### src/oms_pkg.sv
package oms_pkg;

  localparam int CAPACITY    = 1024;
  localparam int CNT_W       = $clog2(CAPACITY + 1);
  localparam int KEY_W       = 32;
  localparam int FUNC_W      = 3;
  localparam int STAT_W      = 2;
  localparam int IN_TDATA_W  = ((FUNC_W + KEY_W + 7) / 8) * 8;
  localparam int OUT_TDATA_W = ((STAT_W + KEY_W + 7) / 8) * 8;

  // cells per registered group of the answer reduction
  localparam int GRP_SIZE = 32;
  localparam int NUM_GRP  = (CAPACITY + GRP_SIZE - 1) / GRP_SIZE;

  localparam logic [FUNC_W-1:0] FN_INSERT = 3'd0;
  localparam logic [FUNC_W-1:0] FN_ERASE  = 3'd1;
  localparam logic [FUNC_W-1:0] FN_MIN    = 3'd2;
  localparam logic [FUNC_W-1:0] FN_MAX    = 3'd3;
  localparam logic [FUNC_W-1:0] FN_ABOVE  = 3'd4;
  localparam logic [FUNC_W-1:0] FN_CEIL   = 3'd5;
  localparam logic [FUNC_W-1:0] FN_BELOW  = 3'd6;
  localparam logic [FUNC_W-1:0] FN_FLOOR  = 3'd7;

  localparam logic [STAT_W-1:0] STAT_FOUND = 2'd0;
  localparam logic [STAT_W-1:0] STAT_EMPTY = 2'd1;
  localparam logic [STAT_W-1:0] STAT_NONE  = 2'd2;
  localparam logic [STAT_W-1:0] STAT_FULL  = 2'd3;

  // which per-cell flag the answer search walks along
  localparam logic [1:0] FLAG_NONE = 2'd0;
  localparam logic [1:0] FLAG_LT   = 2'd1;
  localparam logic [1:0] FLAG_LE   = 2'd2;
  localparam logic [1:0] FLAG_LIVE = 2'd3;

  typedef struct packed {
    logic       ins;
    logic       del;
    logic [1:0] flag_sel;
    logic       down;
  } cell_ctl_t;

endpackage

### src/oms_cell.sv
module oms_cell
  import oms_pkg::*;
(
  input  logic                    clk,
  input  cell_ctl_t               ctl,
  input  logic                    live,
  input  logic signed [KEY_W-1:0] key,
  input  logic                    left_le,
  input  logic signed [KEY_W-1:0] left_ent,
  input  logic                    left_f,
  input  logic signed [KEY_W-1:0] right_ent,
  input  logic                    right_f,
  output logic                    le,
  output logic signed [KEY_W-1:0] ent,
  output logic                    f,
  output logic                    hit,
  output logic        [KEY_W-1:0] hit_val,
  output logic                    eq
);

  logic signed [KEY_W-1:0] ent_r;
  logic signed [KEY_W-1:0] ent_nxt;
  logic                    lt_r;
  logic                    le_r;

  always_comb begin
    ent_nxt = ent_r;
    if (ctl.ins && !le_r) begin
      // first cell above the new value takes it, the rest move up one
      ent_nxt = left_le ? key : left_ent;
    end else if (ctl.del && !lt_r) begin
      ent_nxt = right_ent;
    end
  end

  always_ff @(posedge clk) begin
    ent_r <= ent_nxt;
    lt_r  <= live && (ent_r < key);
    le_r  <= live && (ent_r <= key);
  end

  always_comb begin
    case (ctl.flag_sel)
      FLAG_LT:   f = lt_r;
      FLAG_LE:   f = le_r;
      FLAG_LIVE: f = live;
      default:   f = 1'b0;
    endcase
  end

  // up: first live cell past the flagged run, down: last flagged cell
  assign hit     = ctl.down ? (f && !right_f) : (live && !f && left_f);
  assign hit_val = hit ? ent_r : '0;
  assign eq      = le_r && !lt_r;
  assign le      = le_r;
  assign ent     = ent_r;

endmodule

### config.mk
export PLATFORM = sky130hd
export DESIGN_NAME = oms_cell
export DESIGN_NICKNAME = d
export VERILOG_FILES = /design/src/oms_pkg.sv /design/src/oms_cell.sv
export SDC_FILE = /design/constraint.sdc
export NUM_CORES = 1
export LEC_CHECK = 0
export BUFFER_PORTS_ARGS = -buffer_cell sky130_fd_sc_hd__buf_2
export CORE_ASPECT_RATIO = 1.1
export CORE_MARGIN = 5
export CORE_UTILIZATION = 38
export CTS_CLUSTER_SIZE = 16
export DETAILED_ROUTE_END_ITERATION = 16
export PLACE_DENSITY = 0.75
export SLEW_MARGIN = 20
export SYNTH_ARGS = -nofsm -noshare
export SYNTH_HDL_FRONTEND = slang
export SYNTH_SLANG_ARGS = --single-unit
### constraint.sdc
create_clock -name clk -period 3.3 [get_ports clk]
set_input_delay 0 -clock clk [delete_from_list [all_inputs] [get_ports clk]]
set_output_delay 0 -clock clk [all_outputs]
set_load 0.05 [all_outputs]
Yosys cells after proc, flatten, opt, wreduce, memory -nomap -nowiden --
Cells that the tools add are included.
Word-level totals: register bits after elaboration 34, input bits 106, output and inout port bits 68, word-level logic and storage cells 27
Cells by class: magnitude comparators 2, equal/unequal tests 3, mux-type cells 6, reduce and logical (&&, ||, !) cells 13
Operator list (number):
- two-way mux 32 bit | 4
- <= comparator 32 bit | 1
- < comparator 32 bit | 1
- logical AND 1 bit | 8
- equality test 2 bit (second input constant) | 2
- zero test 1 bit | 4
- one-hot mux 1 bit (3 select lines) | 1
- equality test 2 x 1 -> 1 bit (second input constant) | 1
- nonzero test 2 bit | 1
- two-way mux 1 bit | 1

Logic depth before layout (Yosys ltp) --
depth in word-level cells 7, depth in mapped cells 8, gate-level depth less buffers 8

Worst setup path before layout --
OpenSTA, ideal clock, no wires.
path kind register to register, from register lt_r, to register ent_r[0] (netlist: ent[0]), enable pin, setup time 0.466 ns, data arrival time 2.601 ns, data required time 2.834 ns, slack 0.233 ns, stages on the path, launching flop included 2, buffers on the path 0, clock period less this slack 3.067 ns, cell sequence dfxtp_1 > o21ai_0
Between the ends: word-level cells in the longest chain between the ends 3
RTL lines:
- from (decl) | line oms_cell.sv:23 | logic lt_r;
- from (signal assigned) | line oms_cell.sv:38 | lt_r <= live && (ent_r < key);
- zero test 1 bit | line oms_cell.sv:31 | end else if (ctl.del && !lt_r) begin
- logical AND 1 bit | line oms_cell.sv:31
- nonzero test 2 bit (no line)
- to (signal assigned) | line oms_cell.sv:37 | ent_r <= ent_nxt;
- to (decl) | line oms_cell.sv:21 | logic signed [KEY_W-1:0] ent_r;
No other way between the ends. A chain may end at the register's enable or synchronous reset.

Final worst setup path --
from register lt_r, to output hit_val[14]
Between the ends: word-level cells in the longest chain between the ends 6, elaborated cells on any way between the ends 7, classes of those cells mux: 3; reduce/logical: 4
RTL lines:
- one-hot mux 1 bit (3 select lines) (*) | line oms_cell.sv:43 | case (ctl.flag_sel)
- zero test 1 bit | line oms_cell.sv:52 | assign hit = ctl.down ? (f && !right_f) : (live && !f && left_f);
- logical AND 1 bit (2 in a row) | line oms_cell.sv:52
- two-way mux 1 bit (*) | line oms_cell.sv:52
- two-way mux 32 bit (*) | line oms_cell.sv:53 | assign hit_val = hit ? ent_r : '0;
- to (decl) | line oms_cell.sv:17 | output logic [KEY_W-1:0] hit_val,
Every way passes the cells marked *; elsewhere a longest branch is shown, timed or not.

==> qor.yml <==
status:
  outcome: "finished, violations left"
  failed_checks: "hold timing"
synth:
  syn_area_um2: 2780
  post_synth_inst_count: 304
  post_synth_main_area_contributors: "sky130_fd_sc_hd__edfxtp_1 (35%), sky130_fd_sc_hd__ha_1 (14%), sky130_fd_sc_hd__mux2i_1 (12%)"
  synth_common_cells: "sky130_fd_sc_hd__nand2_1 (41), sky130_fd_sc_hd__o21ai_0 (37), sky130_fd_sc_hd__inv_1 (33)"
  synth-seq-cells: 34
  post_synth.cell_area_avg_um2: 9.14
  seq_total_area_yosys_pct: 36.0
  async_reset_ff_share_pct: 0
  post-synth-top-area-fraction_pct: 34.6
  cell_with_the_most_instances_after_synthesis: "sky130_fd_sc_hd__nand2_1"
  synth_edf_count: 32
  ys_warn_count: 0
  synth_top_area_cell: "sky130_fd_sc_hd__edfxtp_1"
  synth.net_count: 442
  yosys_most_used_dff: "sky130_fd_sc_hd__edfxtp_1"
  yosys.cell_types.count: 36
cts:
  cts_tree: "yes"
  clkLatencyLatePin_ns: 0.28
  cts_max_path_buffers: 2
  cts_htree_levels: 2
  cts_resized: 0
  cts.reportedPaths.clkPinSlew_ns: 0.07
  cts.root.buffer_cell: "sky130_fd_sc_hd__clkbuf_8"
  clock_sink_count: 34
  cts-buffers-inserted: 5
pwr:
  power_switching_w: 0.00100
  worst_vdd_ir_uv: 232
  areal_power_density_over_the_cells_nw_per_um2: 529
  p_clk_share_pct: 17.0
  leakage_power_of_the_design_nw: 2.19
  combinationalPowerShare_pct: 51.5
  share_seq_of_total_power_pct: 31.4
  internal_power_w: 0.00114
  power.switching_fraction_pct: 46.7
setup_path:
  reg2reg_to: "le$_DFF_P_"
  reg2reg_setup_slack_ns: 1.25
  worstSetupPathType: "register to primary output"
  critPathMaxStageDelay_ns: 0.35
  cp.buffers_inverters: 2
  timing.rr.start: "ent[5]$_DFFE_PP_"
  critical_path.endpoint_type: "primary output"
  critical_path_peak_fanout: 33
  cp_data_arrival_time_ns: 2.09
  critical-path-slowest-cell: "sky130_fd_sc_hd__dfxtp_1"
  timing.critical_path.from_type: "register"
  critical_path.cell_chain: "mux2_2, nand2_1, o21ai_2, o31ai_4, buf_4, and2_1, buf_2"
  worst-r2r-cell-count: 7
  critical-path-top-delay-family: "buffers and inverters"
  worstPathRequired_ns: 3.30
min_path:
  worst_hold_path_type: "input pin to register"
  timing.hold.worst.start: "right_ent[20]"
  worstHoldEndpoint: "ent[20]$_DFFE_PP_"
  whs_path_depth: 3
global_routing:
  final_global_route_overflow_total: 0
  antenna_found_initial: 0
  grt_use_total_pct: 18.4
  grt_first_pass_wirelength_um: 13600
  pin_count_of_the_biggest_net_entering_global_routing: 37
  number_of_global_route_vias_before_repair: 2929
timing:
  clock_skew_ns: 0.00216
  tightestPinTransition_ns: 0.974
  final-max-slew-violation-count: 0
  slew_headroom_pct: 35.1
  finalSetupViolations: 0
  hold_ws_ns: -0.000782
  timing.final.hold_violations: 1
  final_min_period_over_clock_period_pct: 63.3
  final.setup.worst_slack_ns: 1.21
  rsz_0062_raised_after_global_routing: "false"
  setup_tns_ns: 0
  highest_clock_frequency_the_design_can_meet_ghz: 0.479
  final_period_minus_worst_setup_slack_ns: 2.09
run:
  timing.max_cap.violations: 0
floorplan:
  fp.dieW_um: 91.5
  boundaryPins: 174
  dieArea_um2: 9130
  initial_core_util_pct: 39.2
  num_rows: 32
  design.core.area_um2: 7090
  overall_die_height_um: 99.7
placement:
  dp_worst_setup_slack_ns: 1.23
  buffer_ports.inserted: 173
  place_hpwl_um: 6700
  gp_routability_congestion: 0.828
final_layout:
  total_number_of_nets_in_the_final_design: 630
  antennaDiodeCount: 0
  synthToLayoutAreaGrowth_pct: 46.0
  drive_above_1_share_pct: 39.1
detailed_routing:
  detail_route_antenna_nets: 0
  routed_wire_length_per_instance_um: 14.8
  drt_pre_antenna_iters: 4
  wirelength_routed_um: 8560
  detail_route.vias_per_cell: 4.97
  drt-initial-drc-count: 84
  detail_route.drc_violations: 0
  dr_total_vias: 2870
==> cell usage in the layout (no fill, tap or decap), types with 2 or more instances in the layout <==
master / count
sky130_fd_sc_hd__dfxtp_1: 2
sky130_fd_sc_hd__and2_1: 32
sky130_fd_sc_hd__mux2i_1: 32
sky130_fd_sc_hd__nor2_1: 2
sky130_fd_sc_hd__dlygate4sd3_1: 19
sky130_fd_sc_hd__nand3b_1: 2
sky130_fd_sc_hd__nor3_1: 2
sky130_fd_sc_hd__a21oi_1: 12
sky130_fd_sc_hd__ha_1: 32
sky130_fd_sc_hd__nor2b_1: 2
sky130_fd_sc_hd__clkbuf_8: 8
sky130_fd_sc_hd__buf_4: 2
sky130_fd_sc_hd__nand2_1: 41
sky130_fd_sc_hd__inv_1: 33
sky130_fd_sc_hd__edfxtp_1: 32
sky130_fd_sc_hd__buf_2: 173
sky130_fd_sc_hd__nor4_1: 2
sky130_fd_sc_hd__nand4_1: 6
sky130_fd_sc_hd__a21o_1: 2
sky130_fd_sc_hd__o211ai_1: 2
sky130_fd_sc_hd__o21ai_0: 36
==> flip-flops by register name (all words and copies together), names as in the netlist <==
name  count
lt_r      1
ent      32
le        1
==> metrics by stage <==
step | power, W | area (µm²) | util (%) | std cells | hold WS [ns]
floorplan | 0.00146 | 2780 | - | 304 | 0.165
global placement | 0.00175 | 3730 | 52.6 | 550 | 0.275
detailed placement | 0.00177 | 3730 | 52.6 | 550 | 0.279
CTS | 0.00216 | 4030 | 56.9 | 577 | 0.000155
global route | 0.00228 | 4060 | 57.2 | 578 | 0.00772
finish | 0.00215 | 4060 | 57.2 | 578 | -0.000782
==> kinds of logic after synthesis <==
group                    Yosys count  synth area share (%)
buffers and inverters             47                  6.62
AND/OR/NAND/NOR                   95                  18.0
multiplexers                      33                  11.9
adder cells (fa/ha/maj)           32                  14.4
flip-flops                        34                  36.0
AO/OA/AOI/OAI                     63                  13.1
==> per-layer routing <==
metal,wire [µm],GRT usage [%],share of wire [%]
met5,0,0,0
met4,199,7.42,2.3
met3,623,3.56,7.3
met2,4460,33.7,52
met1,3270,20.8,38
==> cell type report <==
| type | count | area (µm²) |
|---|---|---|
| clock buffer | 8 | 110 |
| multi-input combinational | 223 | 1620 |
| fill | 632 | 3030 |
| inverter | 33 | 124 |
| timing repair buffer | 195 | 1100 |
| sequential | 34 | 1000 |
| tap | 85 | 106 |
==> power by group through the flow <==
stage | Combinational, W | Clock, W | Sequential [W]
4_1_cts | 0.00110 | 0.000380 | 0.000678
2_1_floorplan | 0.000470 | 0 | 0.000995
5_1_grt | 0.00120 | 0.000398 | 0.000692
3_3_place_gp | 0.00107 | 0 | 0.000677
3_5_place_dp | 0.00108 | 0 | 0.000688
6_report | 0.00111 | 0.000366 | 0.000675
==> how the worst max path moves through the flow <==
| stage | from | endpoint | slack (ns) | cells past startpoint |
|---|---|---|---|---|
| 2_1_floorplan | lt_r$_DFF_P_ | ent[0]$_DFFE_PP_ | 0.23 | 1 |
| 3_3_place_gp | ent[14]$_DFFE_PP_ | le$_DFF_P_ | 1.27 | 7 |
| 3_5_place_dp | ent[14]$_DFFE_PP_ | le$_DFF_P_ | 1.23 | 7 |
| 4_1_cts | lt_r$_DFF_P_ | hit_val[14] | 1.19 | 7 |
| 5_1_grt | ent[11]$_DFFE_PP_ | le$_DFF_P_ | 1.01 | 7 |
| 6_report | lt_r$_DFF_P_ | hit_val[14] | 1.21 | 7 |
==> repair_timing <==
item	4_1_cts	5_1_grt
hold buffers	19	0
buffers inserted	0	0
hold endpoints to repair	19	0
==> tightest hold or removal path, delay by kind of cell <==
| kind | cells | cell delay [ns] |
|---|---|---|
| buffers and inverters | 1 | 0.07 |
| AO/OA/AOI/OAI | 1 | 0.06 |
| AND/OR/NAND/NOR | 1 | 0.03 |
No activity file was read; power rests on OpenSTA's default activity.
